===== config.mk =====
export PLATFORM = sky130hd
export DESIGN_NAME = button_gesture_detector_core
export DESIGN_NICKNAME = d
export VERILOG_FILES = /design/src/rtl/bgd_pkg.sv /design/src/rtl/bgd_step.sv /design/src/rtl/button_gesture_detector_core.sv
export SDC_FILE = /design/constraint.sdc
export NUM_CORES = 1
export LEC_CHECK = 0
export BUFFER_PORTS_ARGS = -buffer_cell sky130_fd_sc_hd__buf_2
export CAP_MARGIN = 20
export CELL_PAD_IN_SITES_DETAIL_PLACEMENT = 1
export CELL_PAD_IN_SITES_GLOBAL_PLACEMENT = 2
export CORE_MARGIN = 2
export CORE_UTILIZATION = 37
export DETAILED_ROUTE_END_ITERATION = 16
export PLACE_DENSITY_LB_ADDON = 0.1
export SLEW_MARGIN = 20
export SYNTH_ARGS = -nofsm -noshare
export SYNTH_HDL_FRONTEND = slang
export SYNTH_SLANG_ARGS = --single-unit

===== constraint.sdc =====
create_clock -name clk -period 7.4 [get_ports clk]
set_input_delay 0.37 -clock clk [delete_from_list [all_inputs] [get_ports clk]]
set_output_delay 0.37 -clock clk [all_outputs]
set_load 0.05 [all_outputs]

===== src/rtl/bgd_pkg.sv =====
`default_nettype none

package bgd_pkg;

  localparam int TIMER_BITS = 16;
  localparam int CFG_IDX_BITS = 3;
  localparam int CFG_DATA_BITS = 16;
  localparam int TALLY_BITS = 8;

  localparam logic [TIMER_BITS-1:0] TIMER_MAX = {TIMER_BITS{1'b1}};
  localparam logic [TALLY_BITS-1:0] TALLY_MAX = {TALLY_BITS{1'b1}};

  // Register indexes on the configuration port
  localparam logic [CFG_IDX_BITS-1:0] REG_DEBOUNCE   = 3'd0;
  localparam logic [CFG_IDX_BITS-1:0] REG_LONG_PRESS = 3'd1;
  localparam logic [CFG_IDX_BITS-1:0] REG_MULTI_GAP  = 3'd2;
  localparam logic [CFG_IDX_BITS-1:0] REG_EN_LONG    = 3'd3;
  localparam logic [CFG_IDX_BITS-1:0] REG_EN_MULTI   = 3'd4;
  localparam logic [CFG_IDX_BITS-1:0] REG_INVERT_PIN = 3'd5;

  typedef enum logic [1:0] {
    PH_IDLE     = 2'd0,
    PH_PRESSED  = 2'd1,
    PH_RELEASED = 2'd2,
    PH_LONG     = 2'd3
  } phase_t;

  typedef enum logic [1:0] {
    EDGE_NONE    = 2'd0,
    EDGE_PRESS   = 2'd1,
    EDGE_RELEASE = 2'd2,
    EDGE_LONG    = 2'd3
  } edge_t;

  typedef enum logic [1:0] {
    GEST_NONE   = 2'd0,
    GEST_SINGLE = 2'd1,
    GEST_DOUBLE = 2'd2,
    GEST_TRIPLE = 2'd3
  } gesture_t;

  typedef struct packed {
    logic [TIMER_BITS-1:0] debounce_ticks;
    logic [TIMER_BITS-1:0] long_press_ticks;
    logic [TIMER_BITS-1:0] multi_click_ticks;
    logic                  long_press_on;
    logic                  multi_click_on;
    logic                  invert_pin;
  } bgd_cfg_t;

  typedef struct packed {
    logic                  last_raw;
    logic [TIMER_BITS-1:0] stable_timer;
    logic                  debounced_level;
    phase_t                phase;
    logic [TIMER_BITS-1:0] press_timer;
    logic                  long_fired;
    logic [TALLY_BITS-1:0] click_tally;
    logic [TIMER_BITS-1:0] gap_timer;
    logic                  click_pending;
  } bgd_state_t;

  typedef struct packed {
    edge_t                 edge_event;
    logic [TALLY_BITS-1:0] edge_count;
    gesture_t              gesture_event;
    logic [1:0]            gesture_clicks;
    logic                  pressed;
    logic [TALLY_BITS-1:0] clicks_so_far;
  } bgd_result_t;

endpackage

`default_nettype wire


===== src/rtl/bgd_step.sv =====
`default_nettype none

module bgd_step (
  input  wire bgd_pkg::bgd_cfg_t    cfg,
  input  wire bgd_pkg::bgd_state_t  cur,
  input  wire logic                 raw_level,
  output bgd_pkg::bgd_state_t       nxt,
  output bgd_pkg::bgd_result_t      res
);
  import bgd_pkg::*;

  function automatic logic [TIMER_BITS-1:0] sat_inc(input logic [TIMER_BITS-1:0] t);
    return (t == TIMER_MAX) ? TIMER_MAX : t + TIMER_BITS'(1);
  endfunction

  logic                  lvl;
  logic                  short_press;
  logic [TIMER_BITS-1:0] long_lim;
  logic [1:0]            gclicks;

  assign lvl      = raw_level ^ cfg.invert_pin;
  assign long_lim = (cfg.long_press_ticks == '0) ? TIMER_BITS'(1) : cfg.long_press_ticks;

  always_comb begin
    nxt         = cur;
    res         = '0;
    short_press = 1'b1;
    gclicks     = '0;

    if (lvl != cur.last_raw) begin
      nxt.last_raw     = lvl;
      nxt.stable_timer = '0;
    end else begin
      nxt.stable_timer = sat_inc(cur.stable_timer);
    end
    nxt.press_timer = sat_inc(cur.press_timer);
    nxt.gap_timer   = sat_inc(cur.gap_timer);

    if (cur.click_pending) begin
      // deferred lone click: this tick reports it and decides nothing else
      nxt.click_pending  = 1'b0;
      res.gesture_event  = GEST_SINGLE;
      res.gesture_clicks = 2'd1;
    end else begin
      if (nxt.stable_timer >= cfg.debounce_ticks && nxt.last_raw != cur.debounced_level) begin
        nxt.debounced_level = nxt.last_raw;
        if (nxt.last_raw) begin
          nxt.phase       = PH_PRESSED;
          nxt.press_timer = '0;
          nxt.long_fired  = 1'b0;
          res.edge_event  = EDGE_PRESS;
        end else begin
          nxt.phase = PH_RELEASED;
          if (cfg.long_press_on || cfg.multi_click_on) begin
            short_press = nxt.press_timer < cfg.long_press_ticks;
          end
          if (short_press && !nxt.long_fired) begin
            if (!cfg.multi_click_on) begin
              nxt.click_pending = 1'b1;
              nxt.click_tally   = '0;
            end else begin
              if (nxt.click_tally != TALLY_MAX) begin
                nxt.click_tally = nxt.click_tally + TALLY_BITS'(1);
              end
              nxt.gap_timer = '0;
            end
          end
          res.edge_event = EDGE_RELEASE;
        end
        res.edge_count = nxt.click_tally;
      end

      if (nxt.phase == PH_RELEASED && !nxt.debounced_level) begin
        nxt.phase = PH_IDLE;
      end

      if (nxt.phase == PH_PRESSED && !nxt.long_fired && cfg.long_press_on &&
          nxt.press_timer >= long_lim) begin
        nxt.long_fired  = 1'b1;
        nxt.phase       = PH_LONG;
        nxt.click_tally = '0;
        res.edge_event  = EDGE_LONG;
        res.edge_count  = '0;
      end

      // close the sequence after the quiet gap; four or more clicks report as triple
      if (cfg.multi_click_on && nxt.click_tally != '0 && nxt.phase == PH_IDLE &&
          nxt.gap_timer >= cfg.multi_click_ticks) begin
        gclicks            = (nxt.click_tally > TALLY_BITS'(3)) ? 2'd3 : nxt.click_tally[1:0];
        res.gesture_clicks = gclicks;
        res.gesture_event  = gesture_t'(gclicks);
        nxt.click_tally    = '0;
      end
    end

    res.pressed       = nxt.debounced_level;
    res.clicks_so_far = nxt.click_tally;
  end

endmodule

`default_nettype wire


===== src/rtl/button_gesture_detector_core.sv =====
`default_nettype none

// Button gesture detector. Each input word is one time tick carrying the raw
// pin level; each accepted tick yields exactly one result word with press,
// release and long-press edges, click / double / triple gestures, the
// debounced level and the open click count. A tick is taken every clock
// cycle unless an untaken result holds it back: the whole per-tick update
// is one combinational pass from the held state into the state registers and
// the output register, so the result of a tick is offered in the cycle after
// it is accepted and a new tick may enter in the same cycle the previous result
// is taken. Registers are written through cfg_we / cfg_index / cfg_data and
// should change only while no tick is in flight; unknown indexes are ignored.
module button_gesture_detector_core (
  input  wire logic                              clk,
  input  wire logic                              rst,
  input  wire logic                              in_valid,
  output logic                                   in_ready,
  input  wire logic                              raw_level,
  output logic                                   out_valid,
  input  wire logic                              out_ready,
  output logic [1:0]                             edge_event,
  output logic [bgd_pkg::TALLY_BITS-1:0]         edge_count,
  output logic [1:0]                             gesture_event,
  output logic [1:0]                             gesture_clicks,
  output logic                                   pressed,
  output logic [bgd_pkg::TALLY_BITS-1:0]         clicks_so_far,
  input  wire logic                              cfg_we,
  input  wire logic [bgd_pkg::CFG_IDX_BITS-1:0]  cfg_index,
  input  wire logic [bgd_pkg::CFG_DATA_BITS-1:0] cfg_data
);
  import bgd_pkg::*;

  bgd_cfg_t    cfg;
  bgd_state_t  state;
  bgd_state_t  state_next;
  bgd_result_t result;
  bgd_result_t result_next;
  logic        accept;

  assign in_ready = !out_valid || out_ready;
  assign accept   = in_valid && in_ready;

  always_ff @(posedge clk) begin
    if (rst) begin
      cfg.debounce_ticks    <= TIMER_BITS'(50);
      cfg.long_press_ticks  <= TIMER_BITS'(1000);
      cfg.multi_click_ticks <= TIMER_BITS'(300);
      cfg.long_press_on     <= 1'b1;
      cfg.multi_click_on    <= 1'b1;
      cfg.invert_pin        <= 1'b1;
    end else if (cfg_we) begin
      unique case (cfg_index)
        REG_DEBOUNCE:   cfg.debounce_ticks    <= cfg_data[TIMER_BITS-1:0];
        REG_LONG_PRESS: cfg.long_press_ticks  <= cfg_data[TIMER_BITS-1:0];
        REG_MULTI_GAP:  cfg.multi_click_ticks <= cfg_data[TIMER_BITS-1:0];
        REG_EN_LONG:    cfg.long_press_on     <= cfg_data[0];
        REG_EN_MULTI:   cfg.multi_click_on    <= cfg_data[0];
        REG_INVERT_PIN: cfg.invert_pin        <= cfg_data[0];
        default: ;
      endcase
    end
  end

  bgd_step u_step (
    .cfg       (cfg),
    .cur       (state),
    .raw_level (raw_level),
    .nxt       (state_next),
    .res       (result_next)
  );

  // all-zero state is released and idle
  always_ff @(posedge clk) begin
    if (rst) begin
      state <= '0;
    end else if (accept) begin
      state <= state_next;
    end
  end

  // output word: hold until taken
  always_ff @(posedge clk) begin
    if (rst) begin
      out_valid <= 1'b0;
    end else if (accept) begin
      out_valid <= 1'b1;
    end else if (out_ready) begin
      out_valid <= 1'b0;
    end
  end

  always_ff @(posedge clk) begin
    if (accept) begin
      result <= result_next;
    end
  end

  assign edge_event     = result.edge_event;
  assign edge_count     = result.edge_count;
  assign gesture_event  = result.gesture_event;
  assign gesture_clicks = result.gesture_clicks;
  assign pressed        = result.pressed;
  assign clicks_so_far  = result.clicks_so_far;

  a_long_not_pressed: assert property (@(posedge clk) disable iff (rst)
    !(state.phase == PH_PRESSED && state.long_fired))
    else $error("long press fired while phase still pressed");

  a_pending_clears_tally: assert property (@(posedge clk) disable iff (rst)
    state.click_pending |-> (state.click_tally == '0))
    else $error("pending lone click with open click tally");

  a_gesture_matches: assert property (@(posedge clk) disable iff (rst)
    out_valid |-> (gesture_clicks == gesture_event))
    else $error("gesture code and click count disagree");

  a_long_no_count: assert property (@(posedge clk) disable iff (rst)
    (out_valid && edge_event == EDGE_LONG) |-> (edge_count == '0 && clicks_so_far == '0))
    else $error("long press word carries a click count");

endmodule

`default_nettype wire

# Word-level counts from Yosys, hierarchy flattened
# Cells that the tools add are included.
[totals]
reg_bits = 136
in_bits = 25
[classes]
addsub = 4
magnitude_cmp = 5
eq_ne = 13
muxes = 35
bitwise_logic = 4
n_reduce_logical = 30
[ops]
columns = ["op", "n"]
rows = [
  ["16-bit 2-to-1 mux", 6],
  ["45-bit 2-to-1 mux", 2],
  ["25-bit 2-to-1 mux", 2],
  ["16-bit by 1-bit adder with 16-bit output (second input constant)", 3],
  ["16-bit equality test (second input constant)", 3],
  ["16-bit greater-or-equal comparator", 3],
  ["44-bit 2-to-1 mux", 1],
  ["8-bit 2-to-1 mux", 3],
  ["10-bit 2-to-1 mux", 2],
  ["9-bit 2-to-1 mux", 2],
  ["17-bit 2-to-1 mux", 1],
  ["16-bit logical NOT", 1],
  ["16-bit less-than comparator", 1],
  ["2-bit AND reduction", 7],
  ["2-bit 2-to-1 mux", 6],
  ["1-bit logical AND", 10],
  ["1-bit 2-to-1 mux", 9],
  ["8-bit by 1-bit adder with 8-bit output (second input constant)", 1],
  ["8-bit by 2-bit greater-than comparator with 1-bit output (second input constant)", 1],
  ["8-bit != test (second input constant)", 1],
  ["8-bit nonzero test", 1],
  ["3-bit by 2-bit equality test with 1-bit output (second input constant)", 2],
  ["3-bit equality test (second input constant)", 2],
  ["1-bit logical NOT", 4],
  ["other kinds (13)", 17],
]

# Depth between registers and ports, before layout
# Gate-level depths: netlist of the first run.
[depth]
word_depth = 28
depth_mapped = 28
depth_no_buf = 25

# Cells and area by module
# Synthesis of the first run repeated with hierarchy kept, for this count alone.
[unflattened]
hier_cells = 1184
hier_area_um2 = 9248.9
[by_module_without_submodules]
columns = ["module", "instances", "cells_each", "area_per_inst_um2", "seq_area_each_um2"]
rows = [
  ["button_gesture_detector_core", 1, 539, 5231.3, 2972.9],
  ["bgd_step", 1, 645, 4017.6, 0.0],
]

# Worst setup path before layout of the first run
# No wires, ideal clock.
[synth_path]
path_type = "register to register"
from = "reg state[45] (netlist name)"
to = "reg result, in the netlist clicks_so_far[3] (data pin)"
setup_time_ps = 275
arrival_ps = 5582
t_required_ps = 7125
path_slack_ps = 1543
path_stages_with_launch = 28
n_path_buf = 4
period_less_slack_ps = 5857
path_cell_list = "dfxtp_1 > ha_1 > and3_1 > nand3_1 > nor2_1 > and4_1 > nand4_1 > clkbuf_1 > a21oi_1 > ha_1 > nand4_1 > or3_1 > o21a_1 > nor3_1 > clkbuf_1 > clkbuf_1 > a21oi_1 > ha_1 > nand4_1 > o21ai_0 > o21bai_1 > o21ai_0 > o21ai_0 > and4_1 > clkbuf_1 > nor2_1 > a221oi_1 > o32ai_1"
[synth_rtl]
columns = ["item", "line_no", "rtl"]
rows = [
  ["from (decl)", "button_gesture_detector_core.sv:34", "bgd_state_t state;"],
  ["from (signal assigned)", "button_gesture_detector_core.sv:77", "state <= state_next;"],
  ["to (signal assigned)", "button_gesture_detector_core.sv:94", "result <= result_next;"],
  ["to (decl)", "button_gesture_detector_core.sv:36", "bgd_result_t result;"],
]

==> impl_results.md, run 1 <==
- WP data arrival: 6790 ps
- Synthesized net count: 1170
- Asr flop ratio synth: 0%
- Clock insertion delay at the later pin of the skew report: 430 ps
- DR DRC count: 0
- Critical Path RT: 7550 ps
- Ant diodes: 0
- Mapped Area: 8470 µm²
- Post-synthesis cell count: 1078
- HP Class: in2reg
- Largest net degree at the start of global routing: 88
- Root Buffer: clkbuf_16
- Via count of the first global-routing pass: 7793
- 1st-pass router iterations: 5
- Leak Pwr: 3.81 nW
- Via density: 5.54
- Worst setup SP type: flip-flop
- Setup Viol. Count Final: 0
- Clk sink count: 135
- Clk buf depth: 2
- Post-synth EDFFs: 21
- Total Wirelength: 25700 µm
- Slew margin rel.: 30.2%
- Max-Cap Viols: 0
- Leading cell types in the layout, fill and taps excluded: nand2_1, a21oi_1, dfxtp_1
- Hold buffers post-CTS: 0
- GRT Residual Overflow: 0
- Setup Buffers After CTS: 0
- Iter 0 DRT Violations: 347
- Mean Syn Cell Area: 7.86 µm²
- Post-CTS Resized: 0
- H-tree depth: 4
- Layout area overhead: 13.2%
- Placed insts: 1369
- PortBufs: 49
- Pwr dens: 192 nW/µm²
- Final Util: 42.5%
- Peak Freq: 0.151 GHz
- Share of layout cells above drive strength 1: 10.9%
- Io pins: 50
- Setup Crit Path Kind: reg2reg
- Clk pin slew, worst setup/hold paths: 70 ps
- Dpl ws: 808 ps
- Filler Cells Inserted: 2794
- Post-layout min period: 6640 ps
- Worst-Margin Slew: 1050 ps
- Cts bufs inserted: 17
- Final worst-path cycle share: 89.7%
- Synth cell types: 71
- Area leader, netlist: dfxtp_1
- Final Slew Violations: 0
- Final GP Congestion: 0.862
- Sequential standard cell area: 2910 µm²
- Die Wd: 155 µm
- Worst VDD drop: 0.148 mV
- Synthesis-stage register bit count: 135
- Final hold viol count: 0
- Die Ht: 155 µm
- Fin cells: 1401
- Die ar.: 24100 µm²
- Std-Cell Rows: 55
- Total Neg Setup Slack: 0 ps
- Worst Setup End Kind: flip-flop
- Primary FF master, synth: dfxtp_1
- CTS tree: built
- Final HPWL DP: 18800 µm
- Core region area: 22600 µm²
- Worst Skew: 13.5 ps
- Worst setup margin: 762 ps
- Max Fanout on Critical Path: 12
- Yosys top cell area share: 26.9%
- RSZ-0062 raised after global routing: no
- Total Routing Usage GR: 21.8%
- Global-route wire length before repair: 41800 µm
- Area contributors post-synth: dfxtp_1, ha_1, nand2_1
- Status: completed
- Fin nets: 1195
- Sequential-to-total area share from yosys stat: 34.4%
- Multi-input gate area: 5070 µm²
- Initial core utilization: 37.5%
- Routed via count: 7759
- Yosys warning count: 0
- Most common cell after layout, fill and taps aside: nand2_1
- Total power: 1.84 mW
- Wire per inst: 18.3 µm
- Antenna violations before repair: 0
- Final ANT Viol Nets: 0
==> critical path: stages, from the launching register on <==
cell,delay [ps]
dfxtp_1,380
ha_1,190
and3_1,230
nand3_1,100
nor2_1,230
and4_1,290
nand4_1,210
buf_4,240
a21oi_1,190
ha_1,160
nand4_1,110
or3_1,390
o21a_1,320
nor3_2,540
buf_4,280
a21oi_1,60
ha_1,330
nand4_1,130
o21ai_0,170
o21bai_1,150
o21ai_0,110
o21ai_0,310
and4_1,490
nor2_1,170
a221oi_1,430
o32ai_1,160
==> power by group <==
| group | total [mW] | switching, mW | internal [mW] |
|---|---|---|---|
| clock | 0.920 | 0.355 | 0.566 |
| sequential | 0.769 | 0.00942 | 0.760 |
| combinational | 0.152 | 0.111 | 0.0409 |
==> final timing paths <==
path	from	slack (ps)	cells past startpoint	to
setup / recovery	state[45]$_SDFFE_PP0P_	760	25	clicks_so_far[3]$_DFFE_PP_
hold / removal	in_valid	200	3	out_valid$_SDFFE_PP0P_
setup reg to reg	state[45]$_SDFFE_PP0P_	760	25	clicks_so_far[3]$_DFFE_PP_
hold reg to reg	cfg[14]$_SDFFE_PP0P_	450	2	cfg[14]$_SDFFE_PP0P_
==> registers in the layout, indices dropped and copies added (netlist names) <==
name and flops:
clicks_so_far 8, edge_count 8, out_valid 1, pressed 1
state 62, cfg 51, gesture_clicks 1, edge_event 2
gesture_event 1
==> synth_stat cells (all sizes together) (6+ instances only) <==
cell type,number
ha,67
nand2,189
a32o,6
nor2,72
o31ai,6
nand4,15
nor4,8
xnor2,22
nor2b,11
nor3,25
o21a,6
inv,71
o211ai,20
a21oi,138
a22oi,16
a211oi,13
a21o,13
dfxtp,114
buf,6
nand3,31
edfxtp,21
xor2,11
nand2b,9
o21ai,40
clkbuf,50
and4,11
and3,14
a31oi,7
==> metal layers <==
layer	up-vias	GRT usage, %	wire length, µm
met4	0	5.16	333
met2	125	36.1	12100
li1	3881	-	-
met1	3727	29.6	12400
met5	-	0	0
met3	26	3.65	888
==> through the flow <==
step	instance area (µm²)	hold WS, ps
floorplan	8470	436
finish	9590	199
detailed placement	8960	450
CTS	9590	183
global placement	8960	444
global route	9590	205
==> final cells by class <==
type | count | area share [%]
well taps | 285 | 3.72
multi-input cells | 813 | 52.9
flip-flops and latches | 135 | 30.4
clock buffers | 17 | 4.44
clock inverters | 15 | 2.06
inverters | 74 | 2.90
repair buffers | 62 | 3.60
==> cells by family (layout without fill, tap and decap cells) <==
group	count (synthesis)	count (layout)	synth area share (%)
XOR/XNOR	33	33	3.50
buffers and inverters	130	168	5.91
flip-flops	135	135	34.4
AO/OA/AOI/OAI	298	298	22.9
AND/OR/NAND/NOR	408	408	22.6
adder cells (fa/ha/maj)	67	67	9.89
multiplexers	7	7	0.856
(Power assumes the default switching activity.)
==> run 2: changes to the inputs <==
--- a/config.mk
+++ b/config.mk
@@ -10,7 +10,7 @@
 export CELL_PAD_IN_SITES_DETAIL_PLACEMENT = 1
 export CELL_PAD_IN_SITES_GLOBAL_PLACEMENT = 2
 export CORE_MARGIN = 2
-export CORE_UTILIZATION = 37
+export CORE_UTILIZATION = 40
 export DETAILED_ROUTE_END_ITERATION = 16
 export PLACE_DENSITY_LB_ADDON = 0.1
 export SLEW_MARGIN = 20
==> constraint.sdc (replaced) <==
create_clock -name clk -period 7.65 [get_ports clk]
set_input_delay 0.3825 -clock clk [delete_from_list [all_inputs] [get_ports clk]]
set_output_delay 0.3825 -clock clk [all_outputs]
set_load 0.05 [all_outputs]
==> run 2 against run 1 <==
  * Utilization is 3.3 points higher
  * Maximum frequency is 3.3% lower
  * Setup slack better by 26 ps
  * Sequential share of layout area is 0.11 points higher
  * Sequential cell count stayed put
  * Highest routed layer unchanged
  * Via count is 0.32% lower
  * Clock skew is 3.5 ps higher
  * Sequential power is 3.1% lower
==> impl_results.md, run 2 (synthesized netlist as in run 1, its figures left out) <==
- Peak Freq: 0.146 GHz
- Total Routing Usage GR: 23.4%
- Worst Skew: 17.0 ps
- Die ar.: 22400 µm²
- RSZ-0062 raised after global routing: no
- Sequential standard cell area: 2910 µm²
- Die Ht: 150 µm
- Status: completed
- Worst Min Path Start: in_valid
- Largest registers: state (62), cfg (51)
- Multi-input gate area: 5070 µm²
- Leak Pwr: 3.80 nW
- Clock insertion delay at the later pin of the skew report: 430 ps
- Sw frac: 25.4%
- Setup Crit Path Kind: reg2reg
- Io pins: 50
- Worst VDD drop: 0.128 mV
- Cells along the critical path: ha_1 -> and3_1 -> nand3_1 -> nor2_1 -> and4_1 -> nand4_1 -> a21oi_1 -> ha_1 -> nand4_1 -> or3_1 -> o21a_1 -> nor3_2 -> a21oi_1 -> ha_1 -> nand4_1 -> o21ai_0 -> o21bai_1 -> o21ai_0 -> o21ai_0 -> and4_1 -> nor2_1 -> a221oi_1 -> o32ai_1
- DR DRC count: 0
- Wire per inst: 18.3 µm
- Global-route wire length before repair: 41300 µm
- Clk buf depth: 2
- Logic gate share of total power: 8.2%
- Placed insts: 1356
- GRT Residual Overflow: 0
- Final hold viol count: 0
- Final worst-path cycle share: 89.7%
- Std-Cell Rows: 53
- Clk sink count: 135
- Sw Pwr: 446 µW
- Die Wd: 150 µm
- Pwr dens: 184 nW/µm²
- Fin cells: 1388
- CTS tree: built
- Routed via count: 7734
- Worst hold endpoint: out_valid$_SDFFE_PP0P_
- Largest net degree at the start of global routing: 81
- Biggest register: state
- Most common cell after layout, fill and taps aside: nand2_1
- Max reg flops: 62
- Reg2reg setup slack: 790 ps
- Cts bufs inserted: 17
- Worst-Margin Slew: 943 ps
- CP startpoint: state[45]$_SDFFE_PP0P_
- Critical Path RT: 7800 ps
- Final Slew Violations: 0
- Hold depth: 3
- Iter 0 DRT Violations: 387
- Leading cell types in the layout, fill and taps excluded: nand2_1, a21oi_1, dfxtp_1
- Via density: 5.57
- Worst r2r path cells: 23
- Filler Cells Inserted: 2586
- PortBufs: 49
- H-tree depth: 4
- Slew margin rel.: 36.8%
- Total Wirelength: 25300 µm
- Internal Power: 1.31 mW
- Final ANT Viol Nets: 0
- Clock power share: 49.4%
- 1st-pass router iterations: 5
- Post-layout min period: 6860 ps
- Max Fanout on Critical Path: 17
- Worst path slowest cell: nor3_2
- Ant diodes: 0
- Max-Cap Viols: 0
- Worst r2r dst: clicks_so_far[3]$_DFFE_PP_
- Core region area: 20900 µm²
- Initial core utilization: 40.6%
- Worst Setup End Kind: flip-flop
- Worst setup SP type: flip-flop
- Post-CTS Resized: 0
- Hold buffers post-CTS: 0
- HP Class: in2reg
- Critical R2R Launch: state[45]$_SDFFE_PP0P_
- Setup Viol. Count Final: 0
- Clk pin slew, worst setup/hold paths: 60 ps
- Total Neg Setup Slack: 0 ps
- Share of layout cells above drive strength 1: 10.6%
- Slowest stage delay, CP: 800 ps
- Final GP Congestion: 0.836
- Final HPWL DP: 18500 µm
- WP data arrival: 7010 ps
- Root Buffer: clkbuf_16
- Antenna violations before repair: 0
- Fin nets: 1192
- Layout area overhead: 12.7%
- Setup Buffers After CTS: 0
- Via count of the first global-routing pass: 7700
- Reg power frac: 42.4%
run 2: cell types whose count changed in the layout (fill, tap and decap cells not counted), sizes merged:
| cell | change |
|---|---|
| bufinv | -2 |
| clkinvlp | -1 |
| inv | -4 |
| buf | -3 |
| clkbuf | +5 |
| clkinv | +2 |
run 2: worst max-delay path by stage:
stage | to | slack (ps)
3_3_place_gp | clicks_so_far[3]$_DFFE_PP_ | 990
5_1_grt | clicks_so_far[3]$_DFFE_PP_ | 130
6_report | clicks_so_far[3]$_DFFE_PP_ | 790
4_1_cts | clicks_so_far[3]$_DFFE_PP_ | 750
2_1_floorplan | clicks_so_far[3]$_DFFE_PP_ | 1790
3_5_place_dp | clicks_so_far[3]$_DFFE_PP_ | 810
run 2: metal layers:
layer  vias to the layer above  part of all wire [%]  track usage (%)  wire, µm
li1                       3878                     -                -         -
met1                      3725                    48             31.6     12200
met2                       110                    48             39.4     12100
met3                        21                   2.9             3.32       728
met4                         0                   1.3             5.57       329
met5                         -                     0                0         0
run 2: stage by stage:
step | cell area (µm²) | worst slack [ps] | power, mW | util [%] | hold slack (ps)
after floorplan | 8470 | 1790 | 0.855 | - | 436
after global placement | 8930 | 986 | 0.903 | 42.7 | 443
after detailed placement | 8930 | 813 | 0.905 | 42.7 | 449
after CTS | 9550 | 753 | 1.78 | 45.7 | 195
after global routing | 9550 | 129 | 1.82 | 45.7 | 226
final | 9550 | 788 | 1.76 | 45.7 | 206
run 2: power by group through the flow:
stage / sequential (mW) / clock, mW / combinational, mW
CTS: 0.745 / 0.888 / 0.146
floorplan: 0.777 / 0 / 0.0784
finish: 0.745 / 0.867 / 0.144
detailed placement: 0.760 / 0 / 0.145
global placement: 0.760 / 0 / 0.144
global route: 0.746 / 0.918 / 0.159
run 2: critical path: cells and delay by family, from the launching register on:
family | cells | cell delay (ps)
compound gates | 9 | 2060
simple gates | 11 | 3370
flops | 1 | 370
fa+ha+maj | 3 | 780
run 2: cell type report:
class | instances | area share [%]
clock buffers | 22 | 5.30
repair buffers | 59 | 3.38
flip-flops and latches | 135 | 30.5
multi-input cells | 813 | 53.1
clock inverters | 10 | 1.22
well taps | 275 | 3.60
inverters | 74 | 2.91
